`src/hdl/rrts_pkg.sv`:
```
// Shared types, codes and default sizes for the round-robin thread scheduler.
package rrts_pkg;

   localparam int MaxSlotsDef    = 128;
   localparam int NumMutexesDef  = 16;
   localparam int NumBarriersDef = 16;

   localparam int ActW     = 4;
   localparam int ObjW     = 4;
   localparam int SizeW    = 8;
   localparam int StatW    = 3;
   localparam int ValW     = 7;
   localparam int SlotOutW = 7;

   typedef enum logic [ActW-1:0] {
      ACT_CREATE   = 4'd0,
      ACT_TICK     = 4'd1,
      ACT_EXIT     = 4'd2,
      ACT_MINIT    = 4'd3,
      ACT_MDESTROY = 4'd4,
      ACT_LOCK     = 4'd5,
      ACT_UNLOCK   = 4'd6,
      ACT_BINIT    = 4'd7,
      ACT_BDESTROY = 4'd8,
      ACT_BWAIT    = 4'd9
   } action_type;

   typedef enum logic [2:0] {
      ST_EMPTY   = 3'd0,
      ST_READY   = 3'd1,
      ST_RUNNING = 3'd2,
      ST_BLOCKED = 3'd3,
      ST_WAITING = 3'd4,
      ST_EXITED  = 3'd5
   } slot_state_type;

   typedef enum logic [StatW-1:0] {
      RS_OK      = 3'd0,
      RS_BUSY    = 3'd1,
      RS_INVALID = 3'd2,
      RS_FULL    = 3'd3,
      RS_DONE    = 3'd4
   } rsp_status_type;

   typedef enum logic [1:0] {
      SCAN_EMPTY,
      SCAN_BLOCKED,
      SCAN_WAKE,
      SCAN_READY
   } scan_mode_type;

   typedef enum logic [3:0] {
      FSM_IDLE,
      FSM_DECODE,
      FSM_FIND_GO,
      FSM_FIND_RUN,
      FSM_WAKE_GO,
      FSM_WAKE_RUN,
      FSM_CUR_RD,
      FSM_CUR_WR,
      FSM_PICK_GO,
      FSM_PICK_RUN,
      FSM_PICK_END,
      FSM_RESP
   } fsm_state_type;

   typedef struct packed {
      logic          load;
      logic          exec;
      logic          scan_start;
      scan_mode_type scan_mode;
      logic          cur_rd;
      logic          cur_wr;
      logic          pick_end;
      logic          rsp_load;
   } ctl_cmd_type;

   typedef struct packed {
      action_type action;
      logic       m_ok;
      logic       m_locked;
      logic       b_ok;
      logic       b_last;
      logic       scan_busy;
   } dp_stat_type;

endpackage

```
`src/hdl/round_robin_thread_scheduler.sv`:
```
// Top level of the round-robin thread scheduler: controller plus datapath.
//
//   channel | ports                                               | dir
//   req     | req_valid/ready, action, object_index, barrier_size  | in
//   rsp     | rsp_valid/ready, status, value, running_slot         | out
//
// One event at a time. Table-only events go from accept through decode straight to
// the response state. Create and a valid unlock run one slot-table scan. Tick, exit,
// blocking lock and barrier wait read-modify-write the current slot and scan the
// other slots; a barrier release adds a full wake scan first. The single read port
// of the slot memory sets the one-slot-per-cycle scan rate. Reset is synchronous
// and needs no clearing pass. A stalled result is held while the next event is
// accepted.
module round_robin_thread_scheduler #(
   parameter int MAX_SLOTS    = rrts_pkg::MaxSlotsDef,
   parameter int NUM_MUTEXES  = rrts_pkg::NumMutexesDef,
   parameter int NUM_BARRIERS = rrts_pkg::NumBarriersDef
) (
   input  logic                          clock,
   input  logic                          reset,
   input  logic                          req_valid,
   output logic                          req_ready,
   input  logic [rrts_pkg::ActW-1:0]     req_action,
   input  logic [rrts_pkg::ObjW-1:0]     req_object_index,
   input  logic [rrts_pkg::SizeW-1:0]    req_barrier_size,
   output logic                          rsp_valid,
   input  logic                          rsp_ready,
   output logic [rrts_pkg::StatW-1:0]    rsp_status,
   output logic [rrts_pkg::ValW-1:0]     rsp_value,
   output logic [rrts_pkg::SlotOutW-1:0] rsp_running_slot
);
   import rrts_pkg::*;

   ctl_cmd_type cmd;
   dp_stat_type stat;

   rrts_ctrl u_ctrl (
      .clock     (clock),
      .reset     (reset),
      .req_valid (req_valid),
      .req_ready (req_ready),
      .rsp_valid (rsp_valid),
      .rsp_ready (rsp_ready),
      .stat      (stat),
      .cmd       (cmd)
   );

   rrts_dpath #(
      .MAX_SLOTS    (MAX_SLOTS),
      .NUM_MUTEXES  (NUM_MUTEXES),
      .NUM_BARRIERS (NUM_BARRIERS)
   ) u_dpath (
      .clock            (clock),
      .reset            (reset),
      .req_action       (req_action),
      .req_object_index (req_object_index),
      .req_barrier_size (req_barrier_size),
      .cmd              (cmd),
      .stat             (stat),
      .rsp_status       (rsp_status),
      .rsp_value        (rsp_value),
      .rsp_running_slot (rsp_running_slot)
   );

endmodule

```
`src/hdl/rrts_ctrl.sv`:
```
// Controller state machine that sequences decode, slot scans and scheduling.
module rrts_ctrl (
   input  logic                 clock,
   input  logic                 reset,
   input  logic                 req_valid,
   output logic                 req_ready,
   output logic                 rsp_valid,
   input  logic                 rsp_ready,
   input  rrts_pkg::dp_stat_type stat,
   output rrts_pkg::ctl_cmd_type cmd
);
   import rrts_pkg::*;

   fsm_state_type state_ff, state_in;
   logic          rsp_valid_ff, rsp_valid_in;
   logic          rsp_free;

   assign rsp_free  = !rsp_valid_ff || rsp_ready;
   assign req_ready = (state_ff == FSM_IDLE);
   assign rsp_valid = rsp_valid_ff;

   always_comb begin
      state_in = state_ff;
      unique case (state_ff)
         FSM_IDLE: begin
            if (req_valid) state_in = FSM_DECODE;
         end
         FSM_DECODE: begin
            case (stat.action)
               ACT_CREATE: state_in = FSM_FIND_GO;
               ACT_TICK, ACT_EXIT: state_in = FSM_CUR_RD;
               ACT_LOCK: state_in = (stat.m_ok && stat.m_locked) ? FSM_CUR_RD : FSM_RESP;
               ACT_UNLOCK: state_in = stat.m_ok ? FSM_FIND_GO : FSM_RESP;
               ACT_BWAIT: begin
                  if (!stat.b_ok) state_in = FSM_RESP;
                  else if (stat.b_last) state_in = FSM_WAKE_GO;
                  else state_in = FSM_CUR_RD;
               end
               default: state_in = FSM_RESP;
            endcase
         end
         FSM_FIND_GO:  state_in = FSM_FIND_RUN;
         FSM_FIND_RUN: begin
            if (!stat.scan_busy) state_in = FSM_RESP;
         end
         FSM_WAKE_GO:  state_in = FSM_WAKE_RUN;
         FSM_WAKE_RUN: begin
            if (!stat.scan_busy) state_in = FSM_CUR_RD;
         end
         FSM_CUR_RD:   state_in = FSM_CUR_WR;
         FSM_CUR_WR:   state_in = FSM_PICK_GO;
         FSM_PICK_GO:  state_in = FSM_PICK_RUN;
         FSM_PICK_RUN: begin
            if (!stat.scan_busy) state_in = FSM_PICK_END;
         end
         FSM_PICK_END: state_in = FSM_RESP;
         FSM_RESP: begin
            if (rsp_free) state_in = FSM_IDLE;
         end
         default: state_in = FSM_IDLE;
      endcase
   end

   always_comb begin
      cmd = '0;
      cmd.scan_mode = SCAN_EMPTY;
      cmd.load = req_valid && (state_ff == FSM_IDLE);
      unique case (state_ff)
         FSM_DECODE:   cmd.exec = 1'b1;
         FSM_FIND_GO: begin
            cmd.scan_start = 1'b1;
            cmd.scan_mode  = (stat.action == ACT_CREATE) ? SCAN_EMPTY : SCAN_BLOCKED;
         end
         FSM_WAKE_GO: begin
            cmd.scan_start = 1'b1;
            cmd.scan_mode  = SCAN_WAKE;
         end
         FSM_PICK_GO: begin
            cmd.scan_start = 1'b1;
            cmd.scan_mode  = SCAN_READY;
         end
         FSM_CUR_RD:   cmd.cur_rd   = 1'b1;
         FSM_CUR_WR:   cmd.cur_wr   = 1'b1;
         FSM_PICK_END: cmd.pick_end = 1'b1;
         FSM_RESP:     cmd.rsp_load = rsp_free;
         default: ;
      endcase
   end

   always_comb begin
      rsp_valid_in = rsp_valid_ff;
      if (rsp_ready) rsp_valid_in = 1'b0;
      if (cmd.rsp_load) rsp_valid_in = 1'b1;
   end

   always_ff @(posedge clock) begin
      if (reset) begin
         state_ff     <= FSM_IDLE;
         rsp_valid_ff <= 1'b0;
      end else begin
         state_ff     <= state_in;
         rsp_valid_ff <= rsp_valid_in;
      end
   end

endmodule

```
`src/hdl/rrts_dpath.sv`:
```
// Datapath: slot table memory, scan engine, mutex and barrier tables, result registers.
module rrts_dpath #(
   parameter int MAX_SLOTS    = rrts_pkg::MaxSlotsDef,
   parameter int NUM_MUTEXES  = rrts_pkg::NumMutexesDef,
   parameter int NUM_BARRIERS = rrts_pkg::NumBarriersDef
) (
   input  logic                          clock,
   input  logic                          reset,
   input  logic [rrts_pkg::ActW-1:0]     req_action,
   input  logic [rrts_pkg::ObjW-1:0]     req_object_index,
   input  logic [rrts_pkg::SizeW-1:0]    req_barrier_size,
   input  rrts_pkg::ctl_cmd_type         cmd,
   output rrts_pkg::dp_stat_type         stat,
   output logic [rrts_pkg::StatW-1:0]    rsp_status,
   output logic [rrts_pkg::ValW-1:0]     rsp_value,
   output logic [rrts_pkg::SlotOutW-1:0] rsp_running_slot
);
   import rrts_pkg::*;

   localparam int SW  = $clog2(MAX_SLOTS);
   localparam int SW1 = SW + 1;
   localparam int CW  = $clog2(MAX_SLOTS + 1);
   localparam int MIW = (NUM_MUTEXES > 1) ? $clog2(NUM_MUTEXES) : 1;
   localparam int MNW = $clog2(NUM_MUTEXES + 1);
   localparam int BIW = (NUM_BARRIERS > 1) ? $clog2(NUM_BARRIERS) : 1;
   localparam int BNW = $clog2(NUM_BARRIERS + 1);
   localparam int EW  = 3 + ObjW;
   localparam logic [CW-1:0]  NAll   = CW'(MAX_SLOTS);
   localparam logic [CW-1:0]  NPick  = CW'(MAX_SLOTS - 1);
   localparam logic [SW1-1:0] SlotsX = SW1'(MAX_SLOTS);
   localparam logic [SW-1:0]  LastSlot = SW'(MAX_SLOTS - 1);

   // latched event
   action_type       act_ff;
   logic [ObjW-1:0]  obj_ff;
   logic [SizeW-1:0] size_ff;

   // slot table
   logic [EW-1:0]   slot_mem [MAX_SLOTS];
   logic            vld_ff   [MAX_SLOTS];
   logic [EW-1:0]   rd_data_ff;
   logic            rd_init_ff;
   logic [SW-1:0]   rd_slot_ff;
   logic            rd_scan_ff, rd_last_ff;
   logic            rd_en;
   logic [SW-1:0]   rd_addr;
   slot_state_type  eff_st;
   logic [ObjW-1:0] eff_tag;
   logic            we;
   logic [SW-1:0]   wa;
   slot_state_type  wd_st;
   logic [ObjW-1:0] wd_tag;

   // scan engine
   logic            scan_active_ff;
   scan_mode_type   scan_mode_ff;
   logic [CW-1:0]   iss_cnt_ff;
   logic [SW-1:0]   base_ff;
   logic [CW-1:0]   scan_n;
   logic            issue, iss_last, eval, match, stop;
   logic [SW1-1:0]  addr_sum, addr_wrap;
   logic [SW-1:0]   scan_addr;
   logic            pick_found_ff;

   // object tables
   logic             m_init_ff   [NUM_MUTEXES];
   logic             m_locked_ff [NUM_MUTEXES];
   logic             b_valid_ff  [NUM_BARRIERS];
   logic [SizeW-1:0] b_rem_ff    [NUM_BARRIERS];
   logic [SizeW-1:0] b_cnt_ff    [NUM_BARRIERS];
   logic [MNW-1:0]   mnext_ff;
   logic [BNW-1:0]   bnext_ff;
   logic [MIW-1:0]   m_idx, mnext_idx;
   logic [BIW-1:0]   b_idx, bnext_idx;
   logic             m_range, m_ok, m_locked, m_full;
   logic             b_range, b_ok, b_last, b_busy, b_full;

   // scheduling state and results
   logic [SW-1:0]   cur_ff;
   slot_state_type  cur_st_ff, cur_new_st;
   logic [ObjW-1:0] cur_tag_ff, cur_new_tag;
   logic            release_ff;
   rsp_status_type  res_status_ff, exec_status;
   logic [ValW-1:0] res_value_ff, exec_value;
   rsp_status_type  rsp_status_ff;
   logic [ValW-1:0] rsp_value_ff;
   logic [SlotOutW-1:0] rsp_slot_ff;

   always_ff @(posedge clock) begin
      if (cmd.load) begin
         act_ff  <= action_type'(req_action);
         obj_ff  <= req_object_index;
         size_ff <= req_barrier_size;
      end
   end

   // ---------------- object table lookups ----------------
   assign m_idx     = MIW'(obj_ff);
   assign b_idx     = BIW'(obj_ff);
   assign mnext_idx = MIW'(mnext_ff);
   assign bnext_idx = BIW'(bnext_ff);
   assign m_range   = 32'(obj_ff) < NUM_MUTEXES;
   assign b_range   = 32'(obj_ff) < NUM_BARRIERS;
   assign m_ok      = m_range && m_init_ff[m_idx];
   assign m_locked  = m_locked_ff[m_idx];
   assign m_full    = mnext_ff >= MNW'(NUM_MUTEXES);
   assign b_ok      = b_range && b_valid_ff[b_idx];
   assign b_last    = (b_rem_ff[b_idx] == SizeW'(1));
   assign b_busy    = b_valid_ff[b_idx] && (b_rem_ff[b_idx] < b_cnt_ff[b_idx]);
   assign b_full    = bnext_ff >= BNW'(NUM_BARRIERS);

   assign stat.action    = act_ff;
   assign stat.m_ok      = m_ok;
   assign stat.m_locked  = m_locked;
   assign stat.b_ok      = b_ok;
   assign stat.b_last    = b_last;
   assign stat.scan_busy = scan_active_ff;

   // ---------------- scan engine ----------------
   assign scan_n    = (scan_mode_ff == SCAN_READY) ? NPick : NAll;
   assign issue     = scan_active_ff && (iss_cnt_ff < scan_n);
   assign iss_last  = (iss_cnt_ff == scan_n - 1'b1);
   assign addr_sum  = SW1'(base_ff) + SW1'(iss_cnt_ff);
   assign addr_wrap = (addr_sum >= SlotsX) ? addr_sum - SlotsX : addr_sum;
   assign scan_addr = addr_wrap[SW-1:0];
   assign eval      = rd_scan_ff && scan_active_ff;

   always_comb begin
      case (scan_mode_ff)
         SCAN_EMPTY:   match = (eff_st == ST_EMPTY);
         SCAN_BLOCKED: match = (eff_st == ST_BLOCKED) && (eff_tag == obj_ff);
         SCAN_WAKE:    match = (eff_st == ST_WAITING) && (eff_tag == obj_ff);
         default:      match = (eff_st == ST_READY);
      endcase
   end

   assign stop = eval && ((match && (scan_mode_ff != SCAN_WAKE)) || rd_last_ff);

   always_ff @(posedge clock) begin
      if (reset) begin
         scan_active_ff <= 1'b0;
         rd_scan_ff     <= 1'b0;
      end else begin
         rd_scan_ff <= issue;
         if (cmd.scan_start) scan_active_ff <= 1'b1;
         else if (stop) scan_active_ff <= 1'b0;
      end
   end

   always_ff @(posedge clock) begin
      if (cmd.scan_start) begin
         scan_mode_ff  <= cmd.scan_mode;
         iss_cnt_ff    <= '0;
         pick_found_ff <= 1'b0;
         base_ff       <= (cmd.scan_mode != SCAN_READY) ? '0 :
                          (cur_ff == LastSlot) ? '0 : cur_ff + 1'b1;
      end else if (issue) begin
         iss_cnt_ff <= iss_cnt_ff + 1'b1;
      end
      if (eval && match && (scan_mode_ff == SCAN_READY)) pick_found_ff <= 1'b1;
      rd_last_ff <= issue && iss_last;
   end

   // ---------------- slot table ----------------
   assign rd_en   = issue || cmd.cur_rd;
   assign rd_addr = issue ? scan_addr : cur_ff;

   always_ff @(posedge clock) begin
      if (we) slot_mem[wa] <= {wd_st, wd_tag};
      if (rd_en) begin
         rd_data_ff <= slot_mem[rd_addr];
         rd_init_ff <= vld_ff[rd_addr];
         rd_slot_ff <= rd_addr;
      end
   end

   // an entry never written reads as its reset value
   always_ff @(posedge clock) begin
      if (reset) begin
         for (int i = 0; i < MAX_SLOTS; i++) vld_ff[i] <= 1'b0;
      end else if (we) begin
         vld_ff[wa] <= 1'b1;
      end
   end

   always_comb begin
      if (rd_init_ff) begin
         eff_st  = slot_state_type'(rd_data_ff[EW-1:ObjW]);
         eff_tag = rd_data_ff[ObjW-1:0];
      end else begin
         eff_st  = (rd_slot_ff == '0) ? ST_RUNNING : ST_EMPTY;
         eff_tag = '0;
      end
   end

   always_comb begin
      cur_new_st  = eff_st;
      cur_new_tag = eff_tag;
      case (act_ff)
         ACT_EXIT: cur_new_st = ST_EXITED;
         ACT_LOCK: begin
            cur_new_st  = ST_BLOCKED;
            cur_new_tag = obj_ff;
         end
         ACT_BWAIT: begin
            if (!release_ff) begin
               cur_new_st  = ST_WAITING;
               cur_new_tag = obj_ff;
            end
         end
         default: ;
      endcase
      if (cur_new_st == ST_RUNNING) cur_new_st = ST_READY;
   end

   always_comb begin
      we     = 1'b0;
      wa     = rd_slot_ff;
      wd_st  = ST_READY;
      wd_tag = '0;
      if (eval && match) begin
         we = 1'b1;
         if (scan_mode_ff == SCAN_READY) begin
            wd_st  = ST_RUNNING;
            wd_tag = eff_tag;
         end
      end else if (cmd.cur_wr) begin
         we     = 1'b1;
         wa     = cur_ff;
         wd_st  = cur_new_st;
         wd_tag = cur_new_tag;
      end else if (cmd.pick_end && !pick_found_ff && (cur_st_ff == ST_READY)) begin
         we     = 1'b1;
         wa     = cur_ff;
         wd_st  = ST_RUNNING;
         wd_tag = cur_tag_ff;
      end
   end

   // ---------------- object tables ----------------
   always_ff @(posedge clock) begin
      if (reset) begin
         for (int i = 0; i < NUM_MUTEXES; i++) begin
            m_init_ff[i]   <= 1'b0;
            m_locked_ff[i] <= 1'b0;
         end
         for (int i = 0; i < NUM_BARRIERS; i++) b_valid_ff[i] <= 1'b0;
         mnext_ff <= '0;
         bnext_ff <= '0;
      end else begin
         if (cmd.exec) begin
            case (act_ff)
               ACT_MINIT: begin
                  if (!m_full) begin
                     m_init_ff[mnext_idx]   <= 1'b1;
                     m_locked_ff[mnext_idx] <= 1'b0;
                     mnext_ff               <= mnext_ff + 1'b1;
                  end
               end
               ACT_MDESTROY: begin
                  if (m_range && !m_locked) m_init_ff[m_idx] <= 1'b0;
               end
               ACT_LOCK: begin
                  if (m_ok && !m_locked) m_locked_ff[m_idx] <= 1'b1;
               end
               ACT_BINIT: begin
                  if ((size_ff != '0) && !b_full) begin
                     b_valid_ff[bnext_idx] <= 1'b1;
                     bnext_ff              <= bnext_ff + 1'b1;
                  end
               end
               ACT_BDESTROY: begin
                  if (b_range && !b_busy) b_valid_ff[b_idx] <= 1'b0;
               end
               default: ;
            endcase
         end
         // no waiter found: free the mutex
         if (eval && !match && rd_last_ff && (scan_mode_ff == SCAN_BLOCKED))
            m_locked_ff[m_idx] <= 1'b0;
      end
   end

   always_ff @(posedge clock) begin
      if (cmd.exec) begin
         case (act_ff)
            ACT_BINIT: begin
               if ((size_ff != '0) && !b_full) begin
                  b_cnt_ff[bnext_idx] <= size_ff;
                  b_rem_ff[bnext_idx] <= size_ff;
               end
            end
            ACT_BDESTROY: begin
               if (b_range && !b_busy) begin
                  b_cnt_ff[b_idx] <= '0;
                  b_rem_ff[b_idx] <= '0;
               end
            end
            ACT_BWAIT: begin
               if (b_ok) b_rem_ff[b_idx] <= b_last ? b_cnt_ff[b_idx] : b_rem_ff[b_idx] - 1'b1;
            end
            default: ;
         endcase
      end
   end

   // ---------------- results ----------------
   always_comb begin
      exec_status = RS_OK;
      exec_value  = '0;
      case (act_ff)
         ACT_CREATE, ACT_TICK, ACT_EXIT: ;
         ACT_MINIT: begin
            if (m_full) exec_status = RS_FULL;
            else exec_value = ValW'(mnext_ff);
         end
         ACT_MDESTROY: begin
            if (!m_range) exec_status = RS_INVALID;
            else if (m_locked) exec_status = RS_BUSY;
         end
         ACT_LOCK, ACT_UNLOCK: begin
            if (!m_ok) exec_status = RS_INVALID;
         end
         ACT_BINIT: begin
            if (size_ff == '0) exec_status = RS_INVALID;
            else if (b_full) exec_status = RS_FULL;
            else exec_value = ValW'(bnext_ff);
         end
         ACT_BDESTROY: begin
            if (!b_range) exec_status = RS_INVALID;
            else if (b_busy) exec_status = RS_BUSY;
         end
         ACT_BWAIT: begin
            if (!b_ok) exec_status = RS_INVALID;
            else exec_value = {{(ValW-1){1'b0}}, b_last};
         end
         default: exec_status = RS_INVALID;
      endcase
   end

   always_ff @(posedge clock) begin
      if (reset) begin
         cur_ff <= '0;
      end else if (eval && match && (scan_mode_ff == SCAN_READY)) begin
         cur_ff <= rd_slot_ff;
      end
   end

   always_ff @(posedge clock) begin
      if (cmd.exec) begin
         res_status_ff <= exec_status;
         res_value_ff  <= exec_value;
         release_ff    <= b_last;
      end
      if (eval && (scan_mode_ff == SCAN_EMPTY)) begin
         if (match) res_value_ff <= ValW'(rd_slot_ff);
         else if (rd_last_ff) res_status_ff <= RS_FULL;
      end
      if (cmd.cur_wr) begin
         cur_st_ff  <= cur_new_st;
         cur_tag_ff <= cur_new_tag;
      end
      // no other slot ready and the current one cannot go on
      if (cmd.pick_end && !pick_found_ff && (cur_st_ff != ST_READY))
         res_status_ff <= RS_DONE;
      if (cmd.rsp_load) begin
         rsp_status_ff <= res_status_ff;
         rsp_value_ff  <= res_value_ff;
         rsp_slot_ff   <= SlotOutW'(cur_ff);
      end
   end

   assign rsp_status       = rsp_status_ff;
   assign rsp_value        = rsp_value_ff;
   assign rsp_running_slot = rsp_slot_ff;

endmodule

```
`config.mk`:
```
export PLATFORM = sky130hd
export DESIGN_NAME = round_robin_thread_scheduler
export DESIGN_NICKNAME = d
export VERILOG_FILES = /design/src/hdl/rrts_pkg.sv /design/src/hdl/round_robin_thread_scheduler.sv /design/src/hdl/rrts_ctrl.sv /design/src/hdl/rrts_dpath.sv
export SDC_FILE = /design/constraint.sdc
export NUM_CORES = 2
export LEC_CHECK = 0
export ABC_AREA = 1
export BUFFER_PORTS_ARGS = -buffer_cell sky130_fd_sc_hd__buf_2
export CAP_MARGIN = 5
export CORE_MARGIN = 5
export CORE_UTILIZATION = 30
export CTS_CLUSTER_SIZE = 40
export DETAILED_ROUTE_END_ITERATION = 8
export GPL_TIMING_DRIVEN = 0
export HOLD_SLACK_MARGIN = 0.15
export PLACE_DENSITY = 0.48
export SYNTH_ARGS = -nofsm -noshare
export SYNTH_HDL_FRONTEND = slang
export SYNTH_HIERARCHICAL = 1
export SYNTH_SLANG_ARGS = --single-unit
```
`constraint.sdc`:
```
create_clock -name clock -period 15.94 [get_ports clock]
set_clock_uncertainty 0.15 [all_clocks]
set_input_delay 0.797 -clock clock [delete_from_list [all_inputs] [get_ports clock]]
set_output_delay 0.797 -clock clock [all_outputs]
set_load 0.01 [all_outputs]
```
---- After elaboration in Yosys (flattened, before gate mapping) ----
Memory sizes are Yosys's and may differ from the RTL's. A register that Yosys moved wholly into a read port is not among the register bits.
Index checks and enable logic that the tools add are counted.
storage, ports and cells
  logic and storage cells ................. 284
  memories kept ........................... 7
  ROM bits ................................ 0
  register bits after elaboration ......... 101
  RAM bits ................................ 1328
  latch bits .............................. 0
memories
  name                words  bits a word  read ports  clocked after Yosys merged registers in  write ports  RTL line          text
  u_dpath.slot_mem    128    7            1           1                                        1            rrts_dpath.sv:39  logic [EW-1:0] slot_mem [MAX_SLOTS];
  u_dpath.b_cnt_ff    16     8            1           1                                        1            rrts_dpath.sv:70  logic [SizeW-1:0] b_cnt_ff [NUM_BARRIERS];
  u_dpath.b_rem_ff    16     8            1           1                                        1            rrts_dpath.sv:69  logic [SizeW-1:0] b_rem_ff [NUM_BARRIERS];
  u_dpath.vld_ff      128    1            1           1                                        128          rrts_dpath.sv:40  logic vld_ff [MAX_SLOTS];
  u_dpath.b_valid_ff  16     1            1           1                                        16           rrts_dpath.sv:68  logic b_valid_ff [NUM_BARRIERS];
  u_dpath.m_init_ff   16     1            1           1                                        16           rrts_dpath.sv:66  logic m_init_ff [NUM_MUTEXES];
  +1 memories         -      -            -           -                                        -            -
cells by class
  bitwise operators ....................... 3
  magnitude comparators ................... 5
  shift operators ......................... 0
  equal/unequal tests ..................... 40
  div/mod/pow operators ................... 0
  muxes and demuxes ....................... 143
  multiply operators ...................... 0
  reduce and logical (&&, ||, !) cells .... 54
  add/sub/neg operators ................... 8
operators with widths
  cell                                                                   number
  4-bit 2-to-1 mux                                                       27
  1-bit 2-to-1 mux                                                       73
  7-bit 2-to-1 mux                                                       10
  4-bit one-hot mux with 12 select lines                                 1
  8-bit 2-to-1 mux                                                       5
  4-bit by 3-bit equality test with 1-bit output, second input constant  8
  3-bit 2-to-1 mux                                                       10
  4-bit equality test, second input constant                             6
  1-bit logical AND                                                      21
  3-bit one-hot mux with 7 select lines                                  1
  7-bit one-hot mux with 3 select lines                                  1
  4-bit one-hot mux with 5 select lines                                  1
  3-bit one-hot mux with 3 select lines                                  2
  4-bit by 2-bit equality test with 1-bit output, second input constant  4
  8-bit less-than comparator                                             2
  2-bit 2-to-1 mux                                                       8
  8-bit OR reduction                                                     2
  8-bit by 1-bit subtractor with 8-bit output, second input constant     2
  2-bit != test, second input constant                                   6
  5-bit by 1-bit adder with 5-bit output, second input constant          2
  5-bit >= comparator, second input constant                             2
  5-bit 2-to-1 mux                                                       2
  7-bit by 8-bit adder with 8-bit output                                 1
  8-bit by 1-bit adder with 8-bit output, second input constant          1
  33 further kinds                                                       55

---- Depth between registers and ports, before layout ----
  word-level depth ........................ 16
  mapped depth ............................ 28
  depth with buffers taken out ............ 22

---- Cells and area by module ----
Netlist, hierarchy kept.
by module, submodules not included
  module      seq. area each (um2)  instances  cells each  area an instance (um2)
  rrts_dpath  41409.7               1          5783        62533.7
  rrts_ctrl   100.1                 1          109         553.0

---- Worst setup path after synthesis ----
No wires, ideal clock.
  path type ............................... reg-to-reg
  start point ............................. reg u_ctrl.state_ff[1]
  end point ............................... mem u_dpath/slot_mem[0][6] (netlist bit) (data pin)
  library setup time ...................... 1153 ps
  arrival ................................. 6463 ps
  required time ........................... 14637 ps
  cell stages (with the launch flop) ...... 7
  slack ................................... 8174 ps
  path through ............................ dfxtp_1 nand2_1 nor2_1 buf_2 clkinv_1 clkbuf_1 nor3_1
RTL lines
  what                      RTL line          text
  start: declaration        rrts_ctrl.sv:14   fsm_state_type state_ff, state_in;
  start signal: assignment  rrts_ctrl.sv:101  state_ff <= state_in;
  end: declaration          rrts_dpath.sv:39

==> results.py <==
metrics = {
    "synthesis": {
        "yosys_warnings": 6,
        "syn-num-nets": 5948,
        "synth_area_leaders": "edfxtp_1, nand2_1, nand3_1",
        "netlist_area_mm2": 0.0631,
        "synthCells": 5892,
        "synth_ff_type": "edfxtp_1",
        "avgSynthCellArea_um2": 10.7,
        "yosysSeqAreaShare_pct": 65.8,
        "async_flop_share_pct": 0,
        "synth_top_area_share_pct": 60.2,
        "synth_top_area_cell": "edfxtp_1",
        "yosysMostFrequentCell": "edfxtp_1",
        "yosysUniqueCellTypes": 51,
        "ys_seq_elements": 1441,
        "synth_edf_count": 1265,
        "synth.top_cells.by_count": "edfxtp_1, nand2_1, nand3_1",
    },
    "drt": {
        "routedWlPerCell_um": 25.5,
        "vias": 47600,
        "drc": 0,
        "routed_via_density": 5.23,
        "drt-initial-drc-count": 5598,
        "dr.pass1.iters": 6,
        "ant_nets": 0,
        "routed_wl_mm": 232,
    },
    "global_route": {
        "grt_pass1_vias": 45200,
        "grt-ovfl-total": 0,
        "grt_max_degree": 68,
        "grt_use_total_pct": 20.6,
        "antenna_found_initial": 3,
        "grt_pass1_wl_mm": 327,
    },
    "place": {
        "dp_hpwl_mm": 161,
        "dp_cells": 8784,
        "numPortBuffers": 38,
        "postPlaceCellArea_mm2": 0.0677,
        "post-place-ws_ns": 9.42,
        "routabilityCongestion": 0.927,
    },
    "worst_setup_path": {
        "crit_arrival_ns": 6.80,
        "critPathRequiredTime_ns": 16.21,
        "critPathKind": "reg2reg",
        "reg2reg_slack_ns": 9.41,
        "cp-end-kind": "register",
        "critical_path.startpoint_type": "register",
        "cp_max_fo": 10,
    },
    "run": {
        "max_cap_viol_count": 0,
    },
    "clocking": {
        "post_cts_buffers": 0,
        "htreeDepth": 4,
        "cts.path.max_buffers": 3,
        "cts.sinks": 1441,
        "cts_root_buf": "clkbuf_16",
        "clk_pin_slew_ns": 0.06,
        "cts_buffers": 158,
        "clkLatencyLatePin_ns": 0.81,
        "cts-resized-gates": 0,
        "tritoncts": "built",
    },
    "floorplanning": {
        "die_h_um": 469,
        "io_pins": 39,
        "initial_core_util_pct": 30.1,
        "die-area_mm2": 0.220,
        "row_count": 168,
        "die_x_um": 469,
        "core_area_mm2": 0.209,
    },
    "final_layout": {
        "final_design_area_no_fill_mm2": 0.0731,
        "area_delta_synth_final_pct": 15.9,
        "finish.utilization_pct": 34.9,
        "finalNetCount": 6217,
        "fin_cells": 9101,
        "drive_gt1_share_pct": 10.2,
    },
    "timing": {
        "worst_pin_slew_ns": 1.43,
        "hold_viol": 0,
        "rsz0062_at_grt": "false",
        "layout_setup_ws_ns": 9.41,
        "timing.hold.ws_ns": 0.244,
        "period_minus_slack_ns": 6.53,
        "period_share_pct": 41.0,
        "maxSlewViolCount": 0,
        "setup_violations": 0,
        "slew_headroom_pct": 4.19,
        "max_freq_mhz": 153,
    },
    "power": {
        "p_seq_share_pct": 37.4,
        "power.density_mw_per_mm2": 156,
        "clkPwrFrac_pct": 32.2,
        "max-vdd-ir-drop_mv": 0.124,
        "power_switching_mw": 4.28,
        "netSwitchingFraction_pct": 37.5,
        "p_int_mw": 7.13,
        "combPwrFrac_pct": 30.4,
        "p_leak_nw": 26.7,
    },
    "worst_hold_path": {
        "hp-class": "in2reg",
    },
    "status": {
        "status": "complete, no violations",
    },
}
-- layer usage --
metal / GRT usage, % / wire length (um) / vias up
li1: - / - / 21300
met1: 28.7 / 100000 / 23800
met2: 31.9 / 103000 / 2165
met3: 4.01 / 19700 / 457
met4: 7.23 / 8870 / 2
met5: 0 / 55 / -
-- critical path, stage by stage (launching register included) --
cell      delay (ns)
dfxtp_1         0.33
buf_6           0.15
buf_6           0.17
buf_6           0.15
buf_6           0.15
buf_2           0.35
buf_2           0.31
clkbuf_1        0.45
buf_2           0.37
nor2_1          0.08
o221ai_1        0.21
o211ai_1        0.18
nand2_1         0.21
inv_1           0.06
ha_1            0.27
nand2_1         0.04
inv_1           0.05
nand2_1         0.05
nand2_1         0.05
nand2_1         0.05
nand2_1         0.16
nand2_1         0.11
o21ai_0         0.78
nand3_1         0.30
nor2_1          0.92
-- power groups by stage --
| stage | registers (mW) | logic, mW | clock network, mW |
|---|---|---|---|
| after floorplan | 4.32 | 1.91 | 0 |
| after global placement | 4.36 | 3.36 | 0 |
| after detailed placement | 4.35 | 3.39 | 0 |
| after CTS | 4.27 | 3.40 | 3.74 |
| after global routing | 4.28 | 3.67 | 3.90 |
| final | 4.27 | 3.47 | 3.67 |
-- cell type report --
class	count	area [um2]
Fill cell	21000	136000
Sequential cell	1441	41500
Multi-Input combinational cell	3485	17700
Clock buffer	202	4260
Tap cell	2805	3510
Inverter	604	2280
Buffer	362	1660
Timing Repair Buffer	109	1250
Clock inverter	92	897
Antenna cell	1	2.50
-- flip-flops by register name, indices dropped and copies added (netlist names), 16 cells and up, named ones only --
name / count
u_dpath/m_locked_ff: 16
u_dpath/m_init_ff: 16
u_dpath/b_cnt_ff: 128
u_dpath/b_valid_ff: 16
u_dpath/b_rem_ff: 128
u_dpath/vld_ff: 128
u_dpath/slot_mem: 896
-- metrics by stage --
step,total power [mW],TNS [ns]
final,11.4,0
after global routing,11.8,0
after CTS,11.4,0
after detailed placement,7.74,0
after global placement,7.71,-236.65
after floorplan,6.23,0
-- cells by family (layout without fill, tap and decap cells) --
kind of cell,after synthesis,count (layout),share of synthesized area (%)
flops,1441,1441,65.8
compound gates,906,906,9.51
simple gates,2529,2529,17.5
xor+xnor,14,14,0.194
fa+ha+maj,36,36,0.726
other cells,0,1,0
buf+inv,966,1369,6.25
-- placed cells by master, fill, tap and decap left out, types with 26 or more instances in the layout --
master	n
o21ai_1	31
clkinv_2	31
buf_1	39
a21oi_1	52
ha_1	35
edfxtp_1	1265
nand2_1	1190
dfxtp_1	176
clkinv_1	38
o21ai_0	248
nor2_1	395
or2_2	51
inv_1	567
o22ai_1	26
nand4_1	31
buf_2	163
nand3_1	726
nor3_1	48
clkbuf_1	201
buf_4	27
inv_2	28
o221ai_1	50
o211ai_1	471
clkbuf_16	160
-- timing repair --
item                                    CTS  global route
hold endpoints to repair                 24             0
endpoints found under the setup margin    0             0
hold buffers                             18             0
-- path summary, 6_finish.rpt --
| kind | to | startpoint | depth (start not counted) |
|---|---|---|---|
| setup / recovery | u_dpath/b_cnt_ff[6][5] | register | 24 |
| hold / removal | u_dpath/act_ff[0] | req_valid | 3 |
| setup reg to reg | u_dpath/b_cnt_ff[6][5] | register | 24 |
| hold reg to reg | u_dpath/rsp_value[5] | u_dpath/res_value_ff[5] | 0 |
(Power assumes the default switching activity.)
